**src/hw/rtl/last_note_priority_voice_defines.svh**
```systemverilog
// Assertion macros for the last-note-priority voice block
`ifndef LAST_NOTE_PRIORITY_VOICE_DEFINES_SVH
`define LAST_NOTE_PRIORITY_VOICE_DEFINES_SVH

`ifndef SYNTHESIS
`define LNPV_ASSERT(name, prop, msg) \
    name: assert property (@(posedge clk) disable iff (!rst_n) (prop)) else $error(msg);
`define LNPV_ASSERT_NEXT(name, ante, cons, msg) \
    name: assert property (@(posedge clk) disable iff (!rst_n) (ante) |=> (cons)) \
        else $error(msg);
`else
`define LNPV_ASSERT(name, prop, msg)
`define LNPV_ASSERT_NEXT(name, ante, cons, msg)
`endif

`endif

```
**src/hw/rtl/lnpv_pkg.sv**
```systemverilog
// Shared types and constants for the last-note-priority voice block
`default_nettype none

package lnpv_pkg;

    localparam int NOTE_W          = 7;
    localparam int VEL_W           = 7;
    localparam int IN_DATA_W       = 16;
    localparam int OUT_DATA_W      = 16;
    localparam int APB_ADDR_W      = 3;
    localparam int APB_DATA_W      = 32;
    localparam int STACK_DEPTH_DEF = 8;

    localparam logic [NOTE_W-1:0] LOWEST_RST  = 7'd0;
    localparam logic [NOTE_W-1:0] HIGHEST_RST = 7'd127;

    // register index, taken from paddr[2]
    localparam logic REG_LOWEST  = 1'b0;
    localparam logic REG_HIGHEST = 1'b1;

    localparam logic FUNC_NOTE_ON  = 1'b0;
    localparam logic FUNC_NOTE_OFF = 1'b1;

    typedef struct packed {
        logic              load_scan;
        logic              shift_scan;
        logic              push;
        logic              remove;
        logic [NOTE_W-1:0] note;
    } stack_cmd_t;

    typedef struct packed {
        logic [NOTE_W-1:0] top_note;
        logic              top_held;
        logic              second_held;
        logic [NOTE_W-1:0] scan_note;
        logic              scan_held;
    } stack_stat_t;

    typedef struct packed {
        logic eq;
        logic le;
    } cmp_res_t;

endpackage

`default_nettype wire

```
**src/hw/rtl/lnpv_cmp.sv**
```systemverilog
// Shared note comparator: equality and less-or-equal
`default_nettype none

module lnpv_cmp (
    input  wire logic [lnpv_pkg::NOTE_W-1:0] a,
    input  wire logic [lnpv_pkg::NOTE_W-1:0] b,
    output lnpv_pkg::cmp_res_t               res
);

    always_comb
    begin
        res.eq = (a == b);
        res.le = (a <= b);
    end

endmodule

`default_nettype wire

```
**src/hw/rtl/lnpv_stack.sv**
```systemverilog
// Held-note stack with push, compacting remove and a scan line for the search walk
`default_nettype none

module lnpv_stack #(
    parameter int DEPTH = lnpv_pkg::STACK_DEPTH_DEF,
    localparam int IDX_W = (DEPTH > 1) ? $clog2(DEPTH) : 1
) (
    input  wire logic                 clk,
    input  wire logic                 rst_n,
    input  wire lnpv_pkg::stack_cmd_t cmd,
    input  wire logic [IDX_W-1:0]     rm_idx,
    output lnpv_pkg::stack_stat_t     stat
);

    logic [lnpv_pkg::NOTE_W-1:0] notes_reg [DEPTH];
    logic [lnpv_pkg::NOTE_W-1:0] notes_next [DEPTH];
    logic                        held_reg [DEPTH];
    logic                        held_next [DEPTH];
    logic [lnpv_pkg::NOTE_W-1:0] scan_note_reg [DEPTH];
    logic [lnpv_pkg::NOTE_W-1:0] scan_note_next [DEPTH];
    logic                        scan_held_reg [DEPTH];
    logic                        scan_held_next [DEPTH];

    always_comb
    begin
        notes_next = notes_reg;
        held_next  = held_reg;
        if (cmd.push)
        begin
            if (!held_reg[DEPTH-1])
            begin
                for (int j = 1; j < DEPTH; j++)
                begin
                    notes_next[j] = notes_reg[j-1];
                    held_next[j]  = held_reg[j-1];
                end
            end
            notes_next[0] = cmd.note;
            held_next[0]  = 1'b1;
        end
        else if (cmd.remove)
        begin
            for (int j = 0; j < DEPTH - 1; j++)
            begin
                if (IDX_W'(j) >= rm_idx)
                begin
                    notes_next[j] = notes_reg[j+1];
                    held_next[j]  = held_reg[j+1];
                end
            end
            notes_next[DEPTH-1] = '0;
            held_next[DEPTH-1]  = 1'b0;
        end
    end

    always_comb
    begin
        scan_note_next = scan_note_reg;
        scan_held_next = scan_held_reg;
        if (cmd.load_scan)
        begin
            scan_note_next = notes_reg;
            scan_held_next = held_reg;
        end
        else if (cmd.shift_scan)
        begin
            for (int j = 0; j < DEPTH - 1; j++)
            begin
                scan_note_next[j] = scan_note_reg[j+1];
                scan_held_next[j] = scan_held_reg[j+1];
            end
            scan_note_next[DEPTH-1] = '0;
            scan_held_next[DEPTH-1] = 1'b0;
        end
    end

    always_ff @(posedge clk or negedge rst_n)
    begin
        if (!rst_n)
        begin
            for (int j = 0; j < DEPTH; j++)
            begin
                held_reg[j] <= 1'b0;
            end
        end
        else
        begin
            held_reg <= held_next;
        end
    end

    always_ff @(posedge clk)
    begin
        notes_reg     <= notes_next;
        scan_note_reg <= scan_note_next;
        scan_held_reg <= scan_held_next;
    end

    always_comb
    begin
        stat.top_note    = notes_reg[0];
        stat.top_held    = held_reg[0];
        stat.second_held = held_reg[1];
        stat.scan_note   = scan_note_reg[0];
        stat.scan_held   = scan_held_reg[0];
    end

endmodule

`default_nettype wire

```
**src/hw/rtl/last_note_priority_voice.sv**
```systemverilog
// Top level: last-note-priority monophonic voice allocator
//
//  group   dir  signals                          content
//  s_axis  in   tvalid tready tdata[15:0] tuser  note event
//  m_axis  out  tvalid tready tdata[15:0]        voice state after the event
//  apb     in   psel penable pwrite paddr pwdata note range registers
//
// Note-on steps: accept, two range compares, result; the second compare is
// skipped when the note falls below the low bound.
// Note-off: the search walks one slot per cycle through
// the shared comparator.
// s_axis_tready is high only while the sequencer is idle; a finished result
// waits in the output register, and the next result stalls until it is taken.
// Reset empties the stack and clears gate, legato and current note.
`default_nettype none
`include "last_note_priority_voice_defines.svh"

module last_note_priority_voice #(
    parameter int STACK_DEPTH = lnpv_pkg::STACK_DEPTH_DEF
) (
    input  wire logic                           clk,
    input  wire logic                           rst_n,
    input  wire logic                           s_axis_tvalid,
    output logic                                s_axis_tready,
    // [6:0] note_number, [13:7] velocity, [15:14] zero
    input  wire logic [lnpv_pkg::IN_DATA_W-1:0] s_axis_tdata,
    // [0] func
    input  wire logic                           s_axis_tuser,
    output logic                                m_axis_tvalid,
    input  wire logic                           m_axis_tready,
    // [6:0] active_note, [7] gate_on, [8] legato_on, [9] gate_started,
    // [10] gate_ended, [11] note_changed, [15:12] zero
    output logic [lnpv_pkg::OUT_DATA_W-1:0]     m_axis_tdata,
    input  wire logic                           psel,
    input  wire logic                           penable,
    input  wire logic                           pwrite,
    input  wire logic [lnpv_pkg::APB_ADDR_W-1:0] paddr,
    input  wire logic [lnpv_pkg::APB_DATA_W-1:0] pwdata,
    output logic [lnpv_pkg::APB_DATA_W-1:0]     prdata,
    output logic                                pready
);

    localparam int IDX_W = (STACK_DEPTH > 1) ? $clog2(STACK_DEPTH) : 1;
    localparam int NW    = lnpv_pkg::NOTE_W;

    typedef enum logic [2:0] {
        ST_IDLE,
        ST_RANGE_LO,
        ST_RANGE_HI,
        ST_SEARCH,
        ST_FINISH
    } state_t;

    state_t                          state_reg, state_next;
    logic [IDX_W-1:0]                idx_reg, idx_next;
    logic [NW-1:0]                   note_reg, note_next;
    logic                            apply_reg, apply_next;
    logic                            gate_reg, gate_next;
    logic                            legato_reg, legato_next;
    logic [NW-1:0]                   cur_note_reg, cur_note_next;
    logic                            out_valid_reg, out_valid_next;
    logic [lnpv_pkg::OUT_DATA_W-1:0] out_data_reg, out_data_next;
    logic [NW-1:0]                   lowest_reg, highest_reg;

    lnpv_pkg::stack_cmd_t  stk_cmd;
    lnpv_pkg::stack_stat_t stk_stat;
    lnpv_pkg::cmp_res_t    cmp_res;
    logic [NW-1:0]         cmp_a, cmp_b;
    logic                  cfg_wr;
    logic                  in_xfer;
    logic                  in_off;
    logic                  fin_load;
    logic                  now_gate;
    logic [NW-1:0]         new_note;
    logic                  started, ended, changed;

    // configuration
    assign pready = 1'b1;
    assign cfg_wr = psel & penable & pwrite & pready;

    always_ff @(posedge clk or negedge rst_n)
    begin
        if (!rst_n)
        begin
            lowest_reg  <= lnpv_pkg::LOWEST_RST;
            highest_reg <= lnpv_pkg::HIGHEST_RST;
        end
        else if (cfg_wr)
        begin
            unique case (paddr[2])
                lnpv_pkg::REG_LOWEST:  lowest_reg  <= pwdata[NW-1:0];
                lnpv_pkg::REG_HIGHEST: highest_reg <= pwdata[NW-1:0];
                default:               lowest_reg  <= lowest_reg;
            endcase
        end
    end

    always_comb
    begin
        unique case (paddr[2])
            lnpv_pkg::REG_LOWEST:  prdata = lnpv_pkg::APB_DATA_W'(lowest_reg);
            lnpv_pkg::REG_HIGHEST: prdata = lnpv_pkg::APB_DATA_W'(highest_reg);
            default:               prdata = '0;
        endcase
    end

    // datapath parts
    lnpv_stack #(
        .DEPTH (STACK_DEPTH)
    ) u_stack (
        .clk    (clk),
        .rst_n  (rst_n),
        .cmd    (stk_cmd),
        .rm_idx (idx_reg),
        .stat   (stk_stat)
    );

    lnpv_cmp u_cmp (
        .a   (cmp_a),
        .b   (cmp_b),
        .res (cmp_res)
    );

    always_comb
    begin
        unique case (state_reg)
            ST_RANGE_LO:
            begin
                cmp_a = lowest_reg;
                cmp_b = note_reg;
            end
            ST_RANGE_HI:
            begin
                cmp_a = note_reg;
                cmp_b = highest_reg;
            end
            ST_FINISH:
            begin
                cmp_a = stk_stat.top_note;
                cmp_b = cur_note_reg;
            end
            default:
            begin
                cmp_a = stk_stat.scan_note;
                cmp_b = note_reg;
            end
        endcase
    end

    assign s_axis_tready = (state_reg == ST_IDLE);
    assign in_xfer       = s_axis_tvalid & s_axis_tready;
    assign in_off        = (s_axis_tuser == lnpv_pkg::FUNC_NOTE_OFF) ||
                           (s_axis_tdata[NW+lnpv_pkg::VEL_W-1:NW] == '0);

    // result of the event
    always_comb
    begin
        now_gate = stk_stat.top_held;
        new_note = now_gate ? stk_stat.top_note : '0;
        started  = apply_reg & now_gate & ~gate_reg;
        ended    = apply_reg & gate_reg & ~now_gate;
        changed  = apply_reg & ((now_gate != gate_reg) || (now_gate && !cmp_res.eq));
    end

    // sequencer
    always_comb
    begin
        state_next     = state_reg;
        idx_next       = idx_reg;
        note_next      = note_reg;
        apply_next     = apply_reg;
        gate_next      = gate_reg;
        legato_next    = legato_reg;
        cur_note_next  = cur_note_reg;
        out_data_next  = out_data_reg;
        out_valid_next = out_valid_reg & ~m_axis_tready;
        fin_load       = 1'b0;
        stk_cmd        = '0;
        stk_cmd.note   = note_reg;

        unique case (state_reg)
            ST_IDLE:
            begin
                if (in_xfer)
                begin
                    note_next         = s_axis_tdata[NW-1:0];
                    idx_next          = '0;
                    stk_cmd.load_scan = 1'b1;
                    state_next        = in_off ? ST_SEARCH : ST_RANGE_LO;
                end
            end
            ST_RANGE_LO:
            begin
                if (cmp_res.le)
                begin
                    state_next = ST_RANGE_HI;
                end
                else
                begin
                    apply_next = 1'b0;
                    state_next = ST_FINISH;
                end
            end
            ST_RANGE_HI:
            begin
                stk_cmd.push = cmp_res.le;
                apply_next   = cmp_res.le;
                state_next   = ST_FINISH;
            end
            ST_SEARCH:
            begin
                apply_next = 1'b1;
                if (!stk_stat.scan_held)
                begin
                    state_next = ST_FINISH;
                end
                else if (cmp_res.eq)
                begin
                    stk_cmd.remove = 1'b1;
                    state_next     = ST_FINISH;
                end
                else if (idx_reg == IDX_W'(STACK_DEPTH - 1))
                begin
                    state_next = ST_FINISH;
                end
                else
                begin
                    stk_cmd.shift_scan = 1'b1;
                    idx_next           = idx_reg + 1'b1;
                end
            end
            ST_FINISH:
            begin
                if (!out_valid_reg || m_axis_tready)
                begin
                    fin_load = 1'b1;
                    if (apply_reg)
                    begin
                        gate_next     = now_gate;
                        cur_note_next = new_note;
                        if (!now_gate || !gate_reg)
                        begin
                            legato_next = 1'b0;
                        end
                        else if (stk_stat.second_held)
                        begin
                            legato_next = 1'b1;
                        end
                    end
                    out_data_next  = {4'b0000, changed, ended, started,
                                      legato_next, gate_next, cur_note_next};
                    out_valid_next = 1'b1;
                    state_next     = ST_IDLE;
                end
            end
            default:
            begin
                state_next = ST_IDLE;
            end
        endcase
    end

    always_ff @(posedge clk or negedge rst_n)
    begin
        if (!rst_n)
        begin
            state_reg     <= ST_IDLE;
            idx_reg       <= '0;
            apply_reg     <= 1'b0;
            gate_reg      <= 1'b0;
            legato_reg    <= 1'b0;
            cur_note_reg  <= '0;
            out_valid_reg <= 1'b0;
        end
        else
        begin
            state_reg     <= state_next;
            idx_reg       <= idx_next;
            apply_reg     <= apply_next;
            gate_reg      <= gate_next;
            legato_reg    <= legato_next;
            cur_note_reg  <= cur_note_next;
            out_valid_reg <= out_valid_next;
        end
    end

    always_ff @(posedge clk)
    begin
        note_reg     <= note_next;
        out_data_reg <= out_data_next;
    end

    assign m_axis_tvalid = out_valid_reg;
    assign m_axis_tdata  = out_data_reg;

    `LNPV_ASSERT(a_note_zero_when_off, !gate_reg |-> (cur_note_reg == '0), "note set while gate off")
    `LNPV_ASSERT(a_legato_needs_gate, legato_reg |-> gate_reg, "legato without gate")
    `LNPV_ASSERT(a_idle_gate_tracks_top, (state_reg == ST_IDLE) |-> (gate_reg == stk_stat.top_held), "gate differs from top slot")
    `LNPV_ASSERT_NEXT(a_finish_shows_result, fin_load, m_axis_tvalid && (state_reg == ST_IDLE), "result not presented")

endmodule

`default_nettype wire

```
**config.mk**
```make
export PLATFORM = sky130hd
export DESIGN_NAME = last_note_priority_voice
export DESIGN_NICKNAME = d
export VERILOG_FILES = /design/src/hw/rtl/lnpv_pkg.sv /design/src/hw/rtl/lnpv_cmp.sv /design/src/hw/rtl/lnpv_stack.sv /design/src/hw/rtl/last_note_priority_voice.sv
export VERILOG_INCLUDE_DIRS = /design/src /design/src/hw/rtl
export SDC_FILE = /design/constraint.sdc
export NUM_CORES = 1
export LEC_CHECK = 0
export ABC_AREA = 1
export BUFFER_PORTS_ARGS = -buffer_cell sky130_fd_sc_hd__buf_2
export CAP_MARGIN = 10
export CORE_ASPECT_RATIO = 0.6
export CORE_MARGIN = 2
export CORE_UTILIZATION = 45
export DETAILED_ROUTE_END_ITERATION = 16
export PLACE_DENSITY = 0.66
export SYNTH_ARGS = -nofsm -noshare
export SYNTH_HDL_FRONTEND = slang
export SYNTH_SLANG_ARGS = --single-unit
```
**constraint.sdc**
```tcl
create_clock -name clk -period 7.55 [get_ports clk]
set_input_delay 0.755 -clock clk [delete_from_list [all_inputs] [get_ports clk]]
set_output_delay 0.755 -clock clk [all_outputs]
set_load 0.02 [all_outputs]
```
==> results of run 1 <==
-- cell usage after synthesis (3+ instances only) --
master,instances,share of area
a21oi_1,10,0.0060
a221oi_1,6,0.0063
buf_2,12,0.0071
buf_4,30,0.027
buf_6,10,0.013
clkbuf_1,11,0.0049
dfrtp_1,32,0.095
dfstp_2,7,0.022
edfxtp_1,139,0.50
ha_1,12,0.018
inv_1,116,0.052
inv_2,5,0.0022
nand2_1,215,0.096
nand2_2,3,0.0022
nand3_1,20,0.012
nor2_1,35,0.016
nor2_2,4,0.0030
o21ai_0,99,0.059
o21ai_1,42,0.025
o21ai_2,7,0.0073
o22ai_1,13,0.0097
-- per-stage QoR --
step / hold WS (ns) / util / power (W) / setup WS [ns] / cell area, sq um
6_report: 0.4704 / 0.5084 / 0.003772 / 3.304 / 9234
5_1_grt: 0.4775 / 0.5084 / 0.004030 / 2.898 / 9234
4_1_cts: 0.4887 / 0.5084 / 0.003795 / 3.299 / 9234
3_5_place_dp: 0.4735 / 0.4762 / 0.002909 / 3.334 / 8650
3_3_place_gp: 0.4674 / 0.4762 / 0.002867 / 3.378 / 8650
2_1_floorplan: 0.4530 / - / 0.002606 / 3.665 / 8506
-- cell families after synthesis --
kind of cell               Yosys count
adders and majority gates           12
DFF                                178
and+or+nand+nor                    284
other                                2
buffers and inverters              187
AOI/OAI and AO/OA                  186
-- how the worst max path moves through the flow --
stage	start	to	cells after the start
after floorplan	state_reg[2]	u_stack.scan_held_reg[0]	14
after global placement	state_reg[2]	u_stack.notes_reg[16]	20
after detailed placement	state_reg[2]	u_stack.notes_reg[9]	20
after CTS	state_reg[2]	u_stack.notes_reg[7]	20
after global routing	state_reg[2]	u_stack.notes_reg[7]	20
final	state_reg[2]	u_stack.notes_reg[7]	19
-- worst register-to-register path, stage by stage (launching register included) --
cell     delay (ns)
dfrtp_1        0.41
nor2_2         0.18
inv_2          0.05
nor2_2         0.07
buf_4          0.27
nor2_2         0.15
nand2_1        0.13
inv_2          0.10
nand2_1        0.08
nand2_1        0.07
ha_1           0.31
nand2_1        0.11
nor3_4         0.40
inv_2          0.08
nand2_4        0.15
nand2_4        0.16
buf_4          0.45
nand2_1        0.21
nand2_1        0.09
inv_1          0.41
-- layout make-up --
type	instances	area, sq um
tap	240	300.3
timing repair buffer	54	280.3
clock inverter	15	158.9
sequential	178	5159
clock buffer	17	425.4
multi-input combinational	512	2450
fill	1644	8929
inverter	122	460.4
-- where the power goes --
part | switching (W) | internal (W)
Combinational | 0.000900 | 0.000336
Clock | 0.000411 | 0.000471
Sequential | 0.000127 | 0.00153
Total | 0.00144 | 0.00233
-- metal layers --
layer | global-route usage | wire length [um] | vias to the layer above
met1 | 0.2865 | 8963 | 2724
met4 | 0.03975 | 111 | 0
li1 | - | - | 2833
met5 | 0 | 0 | -
met2 | 0.2462 | 6681 | 177
met3 | 0.05234 | 1292 | 10
-- cell usage in the layout, fill, tap and decap left out, drive strengths merged, types with 2 or more instances in the layout --
master / synthesis / final
conb: 2 / 30
nand3: 20 / 20
dfrtp: 32 / 32
o22ai: 13 / 13
nor3: 3 / 3
clkbuf: 11 / 17
clkinvlp: 0 / 2
o211ai: 2 / 2
dfstp: 7 / 7
a221oi: 6 / 6
inv: 122 / 132
edfxtp: 139 / 139
ha: 12 / 12
o2111ai: 2 / 2
nor2: 40 / 40
clkinv: 0 / 2
buf: 54 / 54
nand2: 220 / 220
o21ai: 148 / 148
a21oi: 11 / 11
==> impl_metrics.ini, run 1 <==
[timing]
drv_slew = 0
fin_worst_skew_ns = 0.01557
setup_viol = 0
slew_headroom = 0.3213
rsz0062_at_grt = no
fmax_ghz = 0.2355
fin_crit_ns = 4.246
finalHoldViolations = 0
setup_tns_ns = 0
post-route-period-util = 0.5623
tightest_slew_ns = 1.018

[worst_setup_path]
arrival_ns = 4.31
end_kind = register
r2r_start = state_reg[2]
cpPeakStageDelay_ns = 0.44
r2r-end = u_stack.notes_reg[7]
worstPathMaxFanout = 97
r2r_setup_slack_ns = 3.30
reg2regPathDepth = 19
crit_slowest_cell = buf_4
crit_top_cell = nand2_1
cp.required_ns = 7.62
critPathKind = reg -> reg
crit_chain = nor2_2 -> inv_2 -> nor2_2 -> buf_4 -> nor2_2 -> nand2_1 -> inv_2 -> nand2_1 -> nand2_1 -> ha_1 -> nand2_1 -> nor3_4 -> inv_2 -> nand2_4 -> nand2_4 -> buf_4 -> nand2_1 -> nand2_1 -> inv_1
crit_path_start_kind = register
path_delay_family = simple AND/OR/NAND/NOR gates
path_buf_inv = 6

[die]
die_area_sq_mm = 0.01981
fp.dieW_um = 180.4
boundaryPins = 110
core_sq_mm = 0.01816
placementRows = 38
fp.dieH_um = 109.8
start_util = 0.4625

[grt]
grt_pass1_wl_um = 27800
grt_pass1_vias = 5256
grt_max_degree = 103
grt.overflow.total = 0
grt.total_usage = 0.1826
antenna_found_initial = 0

[cts]
cts_hold_buf = 0
clock_latency_ns = 0.43
cts_setup_buffers = 0
cts_sinks = 178
numCtsBuffers = 17
root_buffer = clkbuf_16
cts_tree = built
cts_resized = 0
clk_pin_slew_ns = 0.07
clockBufferDepth = 2
cts_max_level = 4

[place]
hpwl_um = 11720
port_buffers = 50
placedCellCount = 1106
place_congestion = 0.8576

[detailed_routing]
drc_errors = 0
drtIter0Drc = 608
vias = 5744
dr.pass1.iters = 5
wl_um = 17050
wl_per_cell_um = 14.98
ant_nets = 0
post_drt_via_cell_ratio = 5.047

[logic_synthesis]
synth_area_per_cell_sq_um = 9.895
synthFlopType = edfxtp_1
synth_compound_area_frac = 0.1224
syn_inst = 849
synth_top_family_by_area = simple AND/OR/NAND/NOR gates
synth-async-reset-ratio = 0.2191
yosys.area_share.adder = 0.01787
synthSimpleGateAreaFrac = 0.1367
synth_xor_area_frac = 0
synthMuxAreaShare = 0
ys_seq_area_frac = 0.6141
synth_cell_types = 36
synth_seq_cells = 178
synth_edf_count = 139
synth_area_sq_mm = 0.008401
yosysWarnings = 0

[job]
maxCapViolCount = 0

[power_and_ir_drop]
power_leakage_nw = 4.090
peakVddDrop_mv = 0.2026
powerDensity_mw_per_mm2 = 408.5

[worst_hold_path]
hp-class = in -> async

[cells_and_area]
antenna_cells = 0
fin_cells = 1138
area.growth.synth_to_final_pct = 9.920
layout-drive-gt1-share = 0.1336
nNetsFinal = 956

[run_status]
status = completed
No activity file was read; power rests on OpenSTA's default activity.
==> run 2: changes to the inputs <==
==> constraint.sdc (replaced) <==
create_clock -name clk -period 4.22 [get_ports clk]
set_input_delay 0.422 -clock clk [delete_from_list [all_inputs] [get_ports clk]]
set_output_delay 0.422 -clock clk [all_outputs]
set_load 0.02 [all_outputs]
==> run 2 against run 1 <==
Compared with the run above:
- total power rose by 82%
- sequential power rose by 79%
- largest power group unchanged
- setup slack got worse by 2.8 ns
- global-route usage rose by 0.20 points
- non-clock buffer count rose by 4
- clock-buffer cell count did not move
- die area did not move
- hold slack got worse by 0.35 ns
- final area rose by 0.93%
==> impl_metrics.ini, run 2 (same netlist as run 1, synthesis figures left out) <==
[run_status]
status = completed

[place]
hpwl_um = 11890
port_buffers = 50
place_congestion = 0.8768
dpl_cell_area_sq_mm = 0.008705

[timing]
fin_worst_skew_ns = 0.01072
setup_tns_ns = 0
finalHoldViolations = 0
rsz0062_at_grt = no
post-route-period-util = 0.8756
setup_viol = 0
drv_slew = 0
fin_crit_ns = 3.695
slew_headroom = 0.3879
fmax_ghz = 0.2706
tightest_slew_ns = 0.9181

[grt]
antenna_found_initial = 1
grt.overflow.total = 0
grt_max_degree = 83
grt.total_usage = 0.1846
grt_pass1_vias = 5277
grt_pass1_wl_um = 28010

[cts]
clk_pin_slew_ns = 0.08
cts_setup_buffers = 0
clock_latency_ns = 0.44
clockBufferDepth = 2
cts_max_level = 4
cts_hold_buf = 0
cts_tree = built
cts_sinks = 178
root_buffer = clkbuf_16
cts_resized = 0
numCtsBuffers = 17

[cells_and_area]
design_area_sq_mm = 0.009320
layout-drive-gt1-share = 0.1375
final_cell_mix = 213 x nand2_1, 139 x edfxtp_1, 116 x inv_1, 99 x o21ai_0, 50 x buf_2
layout_commonest_cell = nand2_1
nNetsFinal = 960
antenna_cells = 0
area.growth.synth_to_final_pct = 10.95
fillers = 1645

[detailed_routing]
dr.pass1.iters = 5
wl_per_cell_um = 15.07
drc_errors = 0
vias = 5784
drtIter0Drc = 503
post_drt_via_cell_ratio = 5.065
ant_nets = 0
wl_um = 17210

[worst_setup_path]
crit_path_start_kind = register
critPathKind = reg -> reg
arrival_ns = 3.78
worstPathMaxFanout = 26
cp.required_ns = 4.30
end_kind = register

[power_and_ir_drop]
peakVddDrop_mv = 0.3473
power_leakage_nw = 4.129
powerDensity_mw_per_mm2 = 736.6

[die]
fp.dieH_um = 109.8
boundaryPins = 110
core_sq_mm = 0.01816
start_util = 0.4625
placementRows = 38
fp.dieW_um = 180.4
die_area_sq_mm = 0.01981

[job]
maxCapViolCount = 0

[worst_hold_path]
hp-class = in -> async
## run 2: cell count changes in the layout (fill, tap and decap cells not counted)
cell      previous run  this run
inv_6                5         0
clkinv_8             0         3
buf_12               0         2
buf_4                4         6
inv_8                5         7
clkinv_2             1         0
clkinv_4             1         2
## run 2: critical path: stages, from the launching register on
cell and delay [ns]:
dfrtp_1 0.42, nor2_1 0.08, inv_2 0.08, nor2_4 0.07, nor2_2 0.34, nand2_1 0.17, o2111ai_1 0.11, o21ai_0 0.15
ha_1 0.30, nand3_1 0.15, nor3_4 0.38, inv_2 0.09, nand2_4 0.15, nand2_4 0.22, nand2_1 0.14, nand2_1 0.11
inv_1 0.37
## run 2: per-layer routing
layer	vias up	GRT usage	wire length [um]
li1	2836	-	-
met1	2726	0.2927	9067
met2	208	0.2377	6578
met3	14	0.05896	1414
met4	0	0.04493	146
met5	-	0	0
## run 2: per-stage QoR
stage          setup WS, ns  cells  hold slack [ns]  power [W]  utilization
6_report             0.5251   1142           0.1185   0.006865       0.5132
5_1_grt              0.3014   1142           0.1425   0.007334       0.5132
4_1_cts              0.6267   1142           0.1299   0.006881       0.5132
3_5_place_dp         0.6508   1110           0.4738   0.005241       0.4793
3_3_place_gp         0.7249   1110           0.4687   0.005177       0.4793
2_1_floorplan        0.3354    877           0.1264   0.004663            -
## run 2: worst paths after layout
kind	startpoint	end	slack, ns	cells past startpoint
setup / recovery	state_reg[0]	u_stack.notes_reg[9]	0.53	16
hold / removal	rst_n	m_axis_tvalid	0.12	1
setup reg to reg	state_reg[0]	u_stack.notes_reg[9]	0.53	16
hold reg to reg	lowest_reg[6]	lowest_reg[6]	0.49	2
max in group asynchronous	rst_n	gate_reg	3.52	1
min in group clk	s_axis_tdata[2]	note_reg[2]	0.16	1
## run 2: final cells by class
cell class,count,area (sq um),area share
multi-input cells,512,2450,0.2629
well taps,240,300.3,0.03222
inverters,122,460.4,0.04940
clock inverters,15,190.2,0.02041
repair buffers,58,335.3,0.03598
flip-flops and latches,178,5159,0.5535
clock buffers,17,425.4,0.04564
## run 2: report_power, final
part,switching [W],internal [W],total (W),leakage (nW)
registers,0.000231,0.00273,0.00296,1.80
clock network,0.000781,0.000858,0.00164,0.295
logic,0.00163,0.000640,0.00227,2.03
